## src/rtl/core/dual_timer_with_keyed_watchdog_defines.svh

```systemverilog
// Assertion macros shared by the timer block RTL.
`ifndef DUAL_TIMER_WITH_KEYED_WATCHDOG_DEFINES_SVH
`define DUAL_TIMER_WITH_KEYED_WATCHDOG_DEFINES_SVH

// Checked at every clk edge outside reset.
`define DTKW_ASSERT(lbl, prop, msg) \
  lbl: assert property (@(posedge clk) disable iff (!rst_n) prop) else $error(msg);

// Checked at every clk edge, reset included.
`define DTKW_ASSERT_ALWAYS(lbl, prop, msg) \
  lbl: assert property (@(posedge clk) prop) else $error(msg);

`endif

```

## src/rtl/core/dtkw_pkg.sv

```systemverilog
// Types, register map and constants for the dual timer and keyed watchdog.
`timescale 1ns / 1ps

package dtkw_pkg;

  typedef enum logic [1:0] {
    OP_READ  = 2'd0,
    OP_WRITE = 2'd1,
    OP_TICK  = 2'd2
  } op_t;

  typedef enum logic [1:0] {
    TMR_LOAD = 2'd0,
    TMR_HOLD = 2'd1,
    TMR_RUN  = 2'd2
  } tmr_op_t;

  localparam logic [6:0] A_T0_DIV  = 7'h00;
  localparam logic [6:0] A_T0_DATA = 7'h04;
  localparam logic [6:0] A_T0_CTRL = 7'h08;
  localparam logic [6:0] A_T1_DIV  = 7'h10;
  localparam logic [6:0] A_T1_DATA = 7'h14;
  localparam logic [6:0] A_T1_CTRL = 7'h18;
  localparam logic [6:0] A_TIME    = 7'h38;
  localparam logic [6:0] A_WD_CTRL = 7'h40;
  localparam logic [6:0] A_MASK    = 7'h48;
  localparam logic [6:0] A_ACK     = 7'h4c;
  localparam logic [6:0] A_MASKED  = 7'h54;

  localparam int unsigned WD_CNT_W           = 9;
  localparam logic [8:0]  WD_FULL_COUNT      = 9'd256;
  localparam int unsigned WD_GRACE_TICKS_DEF = 10;

  typedef struct packed {
    logic [1:0]  operation;
    logic [6:0]  address;
    logic [31:0] write_data;
    logic        tick_timer0;
    logic        tick_timer1;
    logic        tick_watchdog;
    logic        tick_timebase;
  } in_item_t;

  typedef struct packed {
    logic [31:0] read_data;
    logic        irq;
    logic        nmi;
    logic        reset_request;
  } out_item_t;

  typedef struct packed {
    logic div_wr;
    logic ctl_wr;
    logic tick;
  } tmr_cmd_t;

  typedef struct packed {
    logic wr;
    logic tick;
  } wd_cmd_t;

  typedef struct packed {
    logic nmi;
    logic rst_req;
  } wd_stat_t;

endpackage

```

## src/rtl/core/dtkw_timer.sv

```systemverilog
// One down-counting timer with divisor reload and expiry strobe.
`timescale 1ns / 1ps

module dtkw_timer
  import dtkw_pkg::*;
(
  input  logic        clk,
  input  logic        rst_n,
  input  tmr_cmd_t    cmd,
  input  logic [31:0] wdata,
  output logic [31:0] count,
  output logic        fire
);

  logic [31:0] div_r, div_nxt;
  logic [31:0] cnt_r, cnt_nxt;
  logic        run_r, run_nxt;

  always_comb begin
    div_nxt = div_r;
    cnt_nxt = cnt_r;
    run_nxt = run_r;
    fire    = 1'b0;
    if (cmd.div_wr) begin
      div_nxt = wdata;
    end
    if (cmd.ctl_wr) begin
      case (tmr_op_t'(wdata[1:0]))
        TMR_LOAD: cnt_nxt = div_r;
        TMR_HOLD: run_nxt = 1'b0;
        TMR_RUN:  run_nxt = 1'b1;
        default:  ;
      endcase
    end
    if (cmd.tick && run_r) begin
      if (cnt_r <= 32'd1) begin
        cnt_nxt = div_r;
        fire    = 1'b1;
      end else begin
        cnt_nxt = cnt_r - 32'd1;
      end
    end
  end

  always_ff @(posedge clk) begin
    if (!rst_n) begin
      div_r <= '0;
      cnt_r <= '0;
      run_r <= 1'b0;
    end else begin
      div_r <= div_nxt;
      cnt_r <= cnt_nxt;
      run_r <= run_nxt;
    end
  end

  assign count = cnt_r;

endmodule

```

## src/rtl/core/dtkw_wdog.sv

```systemverilog
// Keyed watchdog: guarded reload, grace period, nmi and reset request.
`timescale 1ns / 1ps
`include "dual_timer_with_keyed_watchdog_defines.svh"

module dtkw_wdog
  import dtkw_pkg::*;
#(
  parameter int unsigned GraceTicks = WD_GRACE_TICKS_DEF
) (
  input  logic        clk,
  input  logic        rst_n,
  input  wd_cmd_t     cmd,
  input  logic [15:0] wdata,
  output wd_stat_t    stat
);

  localparam logic [WD_CNT_W-1:0] GraceCnt = WD_CNT_W'(GraceTicks);

  logic [15:0]         ctl_r, ctl_nxt;
  logic [WD_CNT_W-1:0] cnt_r, cnt_nxt;
  logic                run_r, run_nxt;
  logic [1:0]          exp_r, exp_nxt;
  logic                key_ok;

  assign key_ok = !ctl_r[8] || (wdata[15:9] == ~ctl_r[15:9]);

  always_comb begin
    ctl_nxt      = ctl_r;
    cnt_nxt      = cnt_r;
    run_nxt      = run_r;
    exp_nxt      = exp_r;
    stat.rst_req = 1'b0;
    if (cmd.wr && key_ok) begin
      exp_nxt = 2'd0;
      cnt_nxt = (wdata[7:0] == 8'd0) ? WD_FULL_COUNT : {1'b0, wdata[7:0]};
      run_nxt = wdata[8];
      ctl_nxt = wdata;
    end
    if (cmd.tick && run_r) begin
      if (cnt_r <= WD_CNT_W'(1)) begin
        if (exp_r == 2'd0) begin
          cnt_nxt = GraceCnt;
        end else begin
          cnt_nxt      = '0;
          run_nxt      = 1'b0;
          stat.rst_req = 1'b1;
        end
        if (exp_r != 2'd3) begin
          exp_nxt = exp_r + 2'd1;
        end
      end else begin
        cnt_nxt = cnt_r - WD_CNT_W'(1);
      end
    end
    stat.nmi = (exp_nxt != 2'd0);
  end

  always_ff @(posedge clk) begin
    if (!rst_n) begin
      ctl_r <= '0;
      cnt_r <= '0;
      run_r <= 1'b0;
      exp_r <= '0;
    end else begin
      ctl_r <= ctl_nxt;
      cnt_r <= cnt_nxt;
      run_r <= run_nxt;
      exp_r <= exp_nxt;
    end
  end

  `DTKW_ASSERT(a_wd_run_cnt, run_r |-> (cnt_r != '0), "watchdog running with zero count")
  `DTKW_ASSERT(a_wd_stop, stat.rst_req |=> !run_r, "watchdog still running after reset request")
  `DTKW_ASSERT(a_wd_rst_nmi, stat.rst_req |-> stat.nmi, "reset request without nmi")

endmodule

```

## src/rtl/core/dual_timer_with_keyed_watchdog.sv

```systemverilog
// Top level: dual timer, keyed watchdog, interrupt logic and register map.
//
//  channel  dir  handshake          payload
//  in_      in   in_valid/in_stall   in_item_t  (read, write or tick)
//  out_     out  out_valid/out_stall out_item_t (one per input transfer)
//
// One transfer in per cycle while in_stall is low; a result is offered
// once its input has passed the input register, then the result register.
// Reset (rst_n low, synchronous) empties both stages and clears all
// state except the item registers.
// out_stall backs up into in_stall only when both stages hold an item.
`timescale 1ns / 1ps
`include "dual_timer_with_keyed_watchdog_defines.svh"

module dual_timer_with_keyed_watchdog
  import dtkw_pkg::*;
#(
  parameter int unsigned WATCHDOG_GRACE_TICKS = WD_GRACE_TICKS_DEF
) (
  input  logic      clk,
  input  logic      rst_n,
  input  logic      in_valid,
  output logic      in_stall,
  input  in_item_t  in_item,
  output logic      out_valid,
  input  logic      out_stall,
  output out_item_t out_item
);

  in_item_t    s1_item_r;
  logic        s1_valid_r;
  out_item_t   out_item_r, out_item_nxt;
  logic        out_valid_r;
  logic        out_ready, go;
  logic        is_rd, is_wr, is_tick;
  logic [1:0]  pend_r, pend_nxt;
  logic [31:0] mask_r, mask_nxt;
  logic [31:0] time_r, time_nxt;
  logic [31:0] t0_count, t1_count;
  logic        t0_fire, t1_fire;
  tmr_cmd_t    t0_cmd, t1_cmd;
  wd_cmd_t     wd_cmd;
  wd_stat_t    wd_stat;

  assign out_ready = !out_valid_r || !out_stall;
  assign go        = s1_valid_r && out_ready;
  assign in_stall  = s1_valid_r && !out_ready;

  assign is_rd   = go && (s1_item_r.operation == OP_READ);
  assign is_wr   = go && (s1_item_r.operation == OP_WRITE);
  assign is_tick = go && (s1_item_r.operation == OP_TICK);

  always_comb begin
    t0_cmd.div_wr = is_wr && (s1_item_r.address == A_T0_DIV);
    t0_cmd.ctl_wr = is_wr && (s1_item_r.address == A_T0_CTRL);
    t0_cmd.tick   = is_tick && s1_item_r.tick_timer0;
    t1_cmd.div_wr = is_wr && (s1_item_r.address == A_T1_DIV);
    t1_cmd.ctl_wr = is_wr && (s1_item_r.address == A_T1_CTRL);
    t1_cmd.tick   = is_tick && s1_item_r.tick_timer1;
    wd_cmd.wr     = is_wr && (s1_item_r.address == A_WD_CTRL);
    wd_cmd.tick   = is_tick && s1_item_r.tick_watchdog;
  end

  dtkw_timer u_timer0 (
    .clk   (clk),
    .rst_n (rst_n),
    .cmd   (t0_cmd),
    .wdata (s1_item_r.write_data),
    .count (t0_count),
    .fire  (t0_fire)
  );

  dtkw_timer u_timer1 (
    .clk   (clk),
    .rst_n (rst_n),
    .cmd   (t1_cmd),
    .wdata (s1_item_r.write_data),
    .count (t1_count),
    .fire  (t1_fire)
  );

  dtkw_wdog #(
    .GraceTicks (WATCHDOG_GRACE_TICKS)
  ) u_wdog (
    .clk   (clk),
    .rst_n (rst_n),
    .cmd   (wd_cmd),
    .wdata (s1_item_r.write_data[15:0]),
    .stat  (wd_stat)
  );

  always_comb begin
    pend_nxt = pend_r | {t1_fire, t0_fire};
    mask_nxt = mask_r;
    time_nxt = time_r;
    if (is_wr && (s1_item_r.address == A_ACK)) begin
      pend_nxt = pend_r & ~s1_item_r.write_data[1:0];
    end
    if (is_wr && (s1_item_r.address == A_MASK)) begin
      mask_nxt = s1_item_r.write_data;
    end
    if (is_tick && s1_item_r.tick_timebase) begin
      time_nxt = time_r + 32'd1;
    end
  end

  always_comb begin
    out_item_nxt.read_data = '0;
    if (is_rd) begin
      case (s1_item_r.address)
        A_T0_DATA: out_item_nxt.read_data = t0_count;
        A_T1_DATA: out_item_nxt.read_data = t1_count;
        A_TIME:    out_item_nxt.read_data = time_r;
        A_MASK:    out_item_nxt.read_data = mask_r;
        A_MASKED:  out_item_nxt.read_data = {30'd0, pend_r & mask_r[1:0]};
        default:   out_item_nxt.read_data = '0;
      endcase
    end
    out_item_nxt.irq           = |(pend_nxt & mask_nxt[1:0]);
    out_item_nxt.nmi           = wd_stat.nmi;
    out_item_nxt.reset_request = wd_stat.rst_req;
  end

  always_ff @(posedge clk) begin
    if (!rst_n) begin
      s1_valid_r  <= 1'b0;
      out_valid_r <= 1'b0;
      pend_r      <= '0;
      mask_r      <= '0;
      time_r      <= '0;
    end else begin
      if (in_valid && !in_stall) begin
        s1_valid_r <= 1'b1;
      end else if (go) begin
        s1_valid_r <= 1'b0;
      end
      if (go) begin
        out_valid_r <= 1'b1;
      end else if (!out_stall) begin
        out_valid_r <= 1'b0;
      end
      pend_r <= pend_nxt;
      mask_r <= mask_nxt;
      time_r <= time_nxt;
    end
  end

  always_ff @(posedge clk) begin
    if (in_valid && !in_stall) begin
      s1_item_r <= in_item;
    end
    if (go) begin
      out_item_r <= out_item_nxt;
    end
  end

  assign out_valid = out_valid_r;
  assign out_item  = out_item_r;

  `DTKW_ASSERT(a_stall_needs_item, !s1_valid_r |-> !in_stall, "stall with empty input stage")
  `DTKW_ASSERT(a_go_fills_out, go |=> out_valid_r, "executed item produced no result")
  `DTKW_ASSERT(a_rst_req_nmi, out_valid_r && out_item_r.reset_request |-> out_item_r.nmi,
               "reset request result without nmi")

endmodule

```

## config.mk

```make
export PLATFORM = sky130hd
export DESIGN_NAME = dual_timer_with_keyed_watchdog
export DESIGN_NICKNAME = d
export VERILOG_FILES = /design/src/rtl/core/dtkw_pkg.sv /design/src/rtl/core/dtkw_timer.sv /design/src/rtl/core/dtkw_wdog.sv /design/src/rtl/core/dual_timer_with_keyed_watchdog.sv
export VERILOG_INCLUDE_DIRS = /design/src /design/src/rtl/core
export SDC_FILE = /design/constraint.sdc
export NUM_CORES = 1
export LEC_CHECK = 0
export ABC_AREA = 1
export BUFFER_PORTS_ARGS = -buffer_cell sky130_fd_sc_hd__buf_2
export CORE_ASPECT_RATIO = 1.5
export CORE_UTILIZATION = 40
export CTS_BUF_LIST = sky130_fd_sc_hd__clkbuf_2
export DETAILED_ROUTE_END_ITERATION = 10
export GPL_ROUTABILITY_DRIVEN = 0
export PLACE_DENSITY = 0.64
export SETUP_SLACK_MARGIN = 0.05
export SLEW_MARGIN = 10
export SYNTH_ARGS = -nofsm -noshare
export SYNTH_HDL_FRONTEND = slang
export SYNTH_SLANG_ARGS = --single-unit
export TNS_END_PERCENT = 1
```

## constraint.sdc

```tcl
create_clock -name clk -period 5.7 [get_ports clk]
set_clock_uncertainty 0.15 [all_clocks]
set_input_delay 0.57 -clock clk [delete_from_list [all_inputs] [get_ports clk]]
set_output_delay 0.57 -clock clk [all_outputs]
set_load 0.03 [all_outputs]
```

# Word level (Yosys, flattened, before mapping)
# Index checks and enable logic that the tools add are counted.
[classes]
eq_ne = 17
div_mod_pow = 0
reduce_logical = 47
n_addsub = 5
shifts = 0
mux = 34
n_lt_le_gt_ge = 3
multipliers = 0
bitwise_logic = 6
[op_table]
columns = ["op", "n"]
rows = [
  ["$mux W32", 8],
  ["$pmux W32 S5", 1],
  ["$le A32 B1 Y1 const B", 2],
  ["$sub A32 B1 Y32 const B", 2],
  ["$mux W9", 4],
  ["$add A32 B1 Y32 const B", 1],
  ["$eq A7 B7 Y1 const B", 4],
  ["$eq A7 B5 Y1 const B", 3],
  ["$logic_and A1 B1 Y1", 21],
  ["$reduce_bool A2 Y1", 8],
  ["$mux W1", 13],
  ["$mux W2", 6],
  ["$reduce_and A2 Y1", 5],
  ["$le A9 B1 Y1 const B", 1],
  ["$sub A9 B1 Y9 const B", 1],
  ["$logic_not A8 Y1", 1],
  ["$eq A7 B3 Y1 const B", 1],
  ["$eq A7 B4 Y1 const B", 1],
  ["$eq A7 B6 Y1 const B", 1],
  ["$eq A7 B7 Y1", 1],
  ["$logic_not A7 Y1", 1],
  ["$not A7 Y7", 1],
  ["$and A2 B2 Y2", 3],
  ["$logic_not A2 Y1", 3],
  ["other kinds (12)", 19],
]
[totals]
ram_bits = 0
latchBits = 0
in_bits = 49
mem_count = 0
regBits = 306
mem_bits_ro = 0

# Longest topological paths before layout
[depth]
word_depth = 11
ltp_mapped = 14
mapped_depth_nobuf = 13

# By module
# From an unflattened synthesis, not the netlist that was laid out.
[unflattened]
cells_unflattened = 2202
area_unflattened_um2 = 15800.2
[by_module_without_submodules]
columns = ["mod", "cells_each", "area_per_inst_um2", "seq_area_each_um2", "n_inst"]
rows = [
  ["dtkw_timer", 563, 3679.8, 1301.2, 2],
  ["dual_timer_with_keyed_watchdog", 850, 7075.5, 3763.6, 1],
  ["dtkw_wdog", 226, 1365.1, 400.4, 1],
]

# Least setup slack after synthesis
# Ideal clock, no wire load.
[synth_timing]
kind = "in2reg"
from = "input port out_stall"
to = "register u_timer0.cnt_r[12], in the netlist u_timer0.count[12]"
required_time_ns = 5.428
setup_time_ns = 0.122
cell_stages = 9
slack_ns = 2.778
path_buffers = 2
arrival_time_ns = 2.650
cell_sequence = "nand2_1 -> nand2_1 -> inv_1 -> nand4_1 -> o21bai_1 -> buf_4 -> buf_4 -> o21ai_0 -> a21oi_1"
[synth_via]
elab_chain_cells = 8
word_cells_on_any_way = 12
cone_classes = "mux (1); reduce/logical (11)"
[synth_lines]
columns = ["item", "line_no", "source"]
rows = [
  ["from (decl)", "dual_timer_with_keyed_watchdog.sv:26", "input logic out_stall,"],
  ["$logic_not A1 Y1 (*)", "--", ""],
  ["$logic_or A1 B1 Y1 (*)", "dual_timer_with_keyed_watchdog.sv:45", "assign out_ready = !out_valid_r || !out_stall;"],
  ["$logic_and A1 B1 Y1 (*)", "dual_timer_with_keyed_watchdog.sv:46", "assign go = s1_valid_r && out_ready;"],
  ["net go", "dual_timer_with_keyed_watchdog.sv:34", "logic out_ready, go;"],
  ["$logic_and A1 B1 Y1", "dual_timer_with_keyed_watchdog.sv:51", "assign is_tick = go && (s1_item_r.operation == OP_TICK);"],
  ["$logic_and A1 B1 Y1", "dual_timer_with_keyed_watchdog.sv:56", "t0_cmd.tick = is_tick && s1_item_r.tick_timer0;"],
  ["$logic_and A1 B1 Y1", "dtkw_timer.sv:35", "if (cmd.tick && run_r) begin"],
  ["$reduce_bool A2 Y1 (no line)", "--", ""],
  ["$reduce_and A2 Y1 (no line)", "--", ""],
  ["to (signal assigned)", "dtkw_timer.sv:52", "cnt_r <= cnt_nxt;"],
  ["to (decl)", "dtkw_timer.sv:16", "logic [31:0] cnt_r, cnt_nxt;"],
]
# The timed path passes the listed nets; every way through them passes the cells marked *.
# A chain may end at the register's enable or synchronous reset.

==> impl_results.md <==
- Synth cell types: 41
- Drt initial violations: 1117
- Final setup violation count: 0
- Port bufs: 85
- Hold Vio Cnt, Final: 0
- Cell count after synthesis: 2027
- Clk pin slew, worst setup/hold paths: 120 ps
- Seq/Total Area, Yosys: 46.3%
- Post-DP HPWL: 34.1 mm
- Longest Clk Path Bufs: 3
- CTS sink count: 298
- Remaining DRCs: 0
- Syn Std Cell Area: 14600 µm²
- Worst-margin pin slew: 1140 ps
- Synth Register Bits: 298
- Max-Cap Viols: 0
- LEAKAGE: 7.02 nW
- PostCTS Resize Cnt: 0
- H-tree Lvls: 3
- P&R area growth vs syn: 13.3%
- Period minus WS final: 3480 ps
- Total gr overflow: 0
- Most frequent cells in the layout: nand2_1 (472), nor2_1 (277), inv_1 (223)
- FMAX: 287 MHz
- Top Ports: 86
- Antenna violations before repair: 1
- Die area: 37300 µm²
- CP Launch Type: flop
- Site Rows: 85
- CTS Root Cell: clkbuf_2
- Part of the cycle the worst path needs: 61.0%
- Fill cells: 3773
- First-pass GRT wire length: 73.4 mm
- Slew headroom: 24.0%
- Setup TNS Final: 0 ps
- Run status: finished, final reports clean
- Total wire length: 47.7 mm
- Final Max Tran Viols: 0
- Die Height: 236 µm
- PD cells: 233 nW/µm²
- Mapped Nets: 2087
- Worst min path class: in2reg
- Crit-path max FO: 39
- DR pass1 iterations: 5
- Ys Warns: 0
- Routed Antenna Nets: 0
- Fraction of layout cells with a size suffix above 1: 10.9%
- RSZ-0062 raised after global routing: no
- TritonCTS Buffers: 73
- Number of global-route vias before repair: 13500
- Clock latency at the later pin of the worst-skew pair: 1030 ps
- CTS tree: yes
- Critical Path AT: 4070 ps
- Max IR drop VDD: 0.000171 V
- Core ar.: 35900 µm²
- Nets@finish: 2227
- Vias: 14100
- Most common cell after layout, fill and taps aside: nand2_1
- Die X: 158 µm
- Largest net degree at the start of global routing: 79
- Avg Inst Size Synth: 7.21 µm²
- Pwr Total: 3.87 mW
- Initial Util: 40.7%
- Setup CP Type: reg2reg
- WP data required: 6290 ps
- Routed len/inst: 17.7 µm
- Total track usage: 26.2%
- Crit. End Element: flop
- Post-DR vias/cell: 5.23
## state kept, by name (all words and copies together), names as in the netlist
name,cells
u_wdog.ctl_r,8
out_valid,1
u_timer1.run_r,1
pend_r,2
s1_valid_r,1
u_wdog.exp_r,2
u_timer1.count,32
u_timer0.count,32
mask_r,32
u_timer1.div_r,32
u_wdog.run_r,1
u_wdog.cnt_r,9
u_timer0.run_r,1
out_item,35
u_timer0.div_r,32
s1_item_r,45
time_r,32
## critical path, stage by stage (launching register included)
cell and delay [ps]:
edfxtp_1 370, nor2_1 170, nand2_1 110, nor2_2 210, nand2_1 360, nor2_2 890, inv_2 520, o21a_1 320
nand2_1 60, o21ai_1 60
## synth_stat cells, drive strengths merged
master	n	share of area [%]
nand2	476	12
nor2	285	7.5
inv	233	6.0
dfxtp	218	30
a21oi	193	6.6
o21ai	175	6.0
nand3	107	3.7
edfxtp	80	16
clkbuf	52	1.3
xor2	36	2.2
nand4	32	1.4
buf	30	1.1
nor3	24	1.0
o22ai	16	0.68
a41oi	14	0.84
ha	11	0.94
a31oi	9	0.39
xnor2	9	0.54
o21bai	8	0.41
o21a	4	0.21
nand3b	3	0.15
nor4	3	0.13
and2	2	0.086
a211oi	1	0.051
clkinv	1	0.026
nor2b	1	0.043
nor3b	1	0.051
o2111ai	1	0.060
o2bb2ai	1	0.060
or2	1	0.043
## per-stage QoR
stage               std cells  instance area (µm²)  hold WS [ps]  utilization (%)  worst slack, ps
floorplan                2027                14600           270                -             2780
CTS                      2701                16600          41.3             46.1             2330
global route             2702                16600          77.6             46.1             1980
global placement         2520                15400           284             42.8             2310
detailed placement       2520                15400           287             42.8             2260
finish                   2702                16600           128             46.1             2220
## where the power goes
group / switching [mW] / internal (mW) / total (mW)
registers: 0.0432 / 2.20 / 2.25
logic: 0.0997 / 0.0580 / 0.158
clock network: 0.925 / 0.537 / 1.46
total: 1.07 / 2.80 / 3.87
## final cells by class
class,instances,area (µm²),share of cell area [%]
flip-flops and latches,298,6770,40.9
multi-input cells,1413,6630,40.0
repair buffers,147,1020,6.15
inverters,234,880,5.31
well taps,478,598,3.61
clock buffers,102,510,3.08
clock inverters,29,155,0.937
diodes,1,2.50,0.0151
## what timing repair did
item,in CTS,in global routing
hold endpoints to repair,101,0
hold buffers,50,0
setup buffers,0,0
endpoints found under the setup margin,0,0
## worst paths after layout
kind                                    endpoint                      startpoint  cells past startpoint  slack (ps)
hold / removal            s1_item_r[1]$_DFFE_PP_                      in_item[1]                      2         130
hold reg to reg   u_timer1.div_r[1]$_SDFFE_PN0P_  u_timer1.div_r[1]$_SDFFE_PN0P_                      2         300
setup reg to reg           out_item[2]$_DFFE_PP_         s1_item_r[37]$_DFFE_PP_                      9        2220
setup / recovery           out_item[2]$_DFFE_PP_         s1_item_r[37]$_DFFE_PP_                      9        2220
## layer usage
layer  wire length (µm)  part of all wire (%)  global-route usage, %  vias up
li1                   -                     -                      -     6944
met1              18100                    38                   28.8     6535
met2              23400                    49                   44.5      506
met3               2990                   6.3                   5.22      148
met4               3220                   6.7                   18.2        0
met5                  0                     0                      0        -
## kinds of logic after synthesis
group           share of synthesized area [%]
simple gates                             26.3
compound gates                           15.3
buf+inv                                  8.44
flops                                    46.3
xor+xnor                                 2.70
fa+ha+maj                               0.941
No activity file was read; power rests on OpenSTA's default activity.
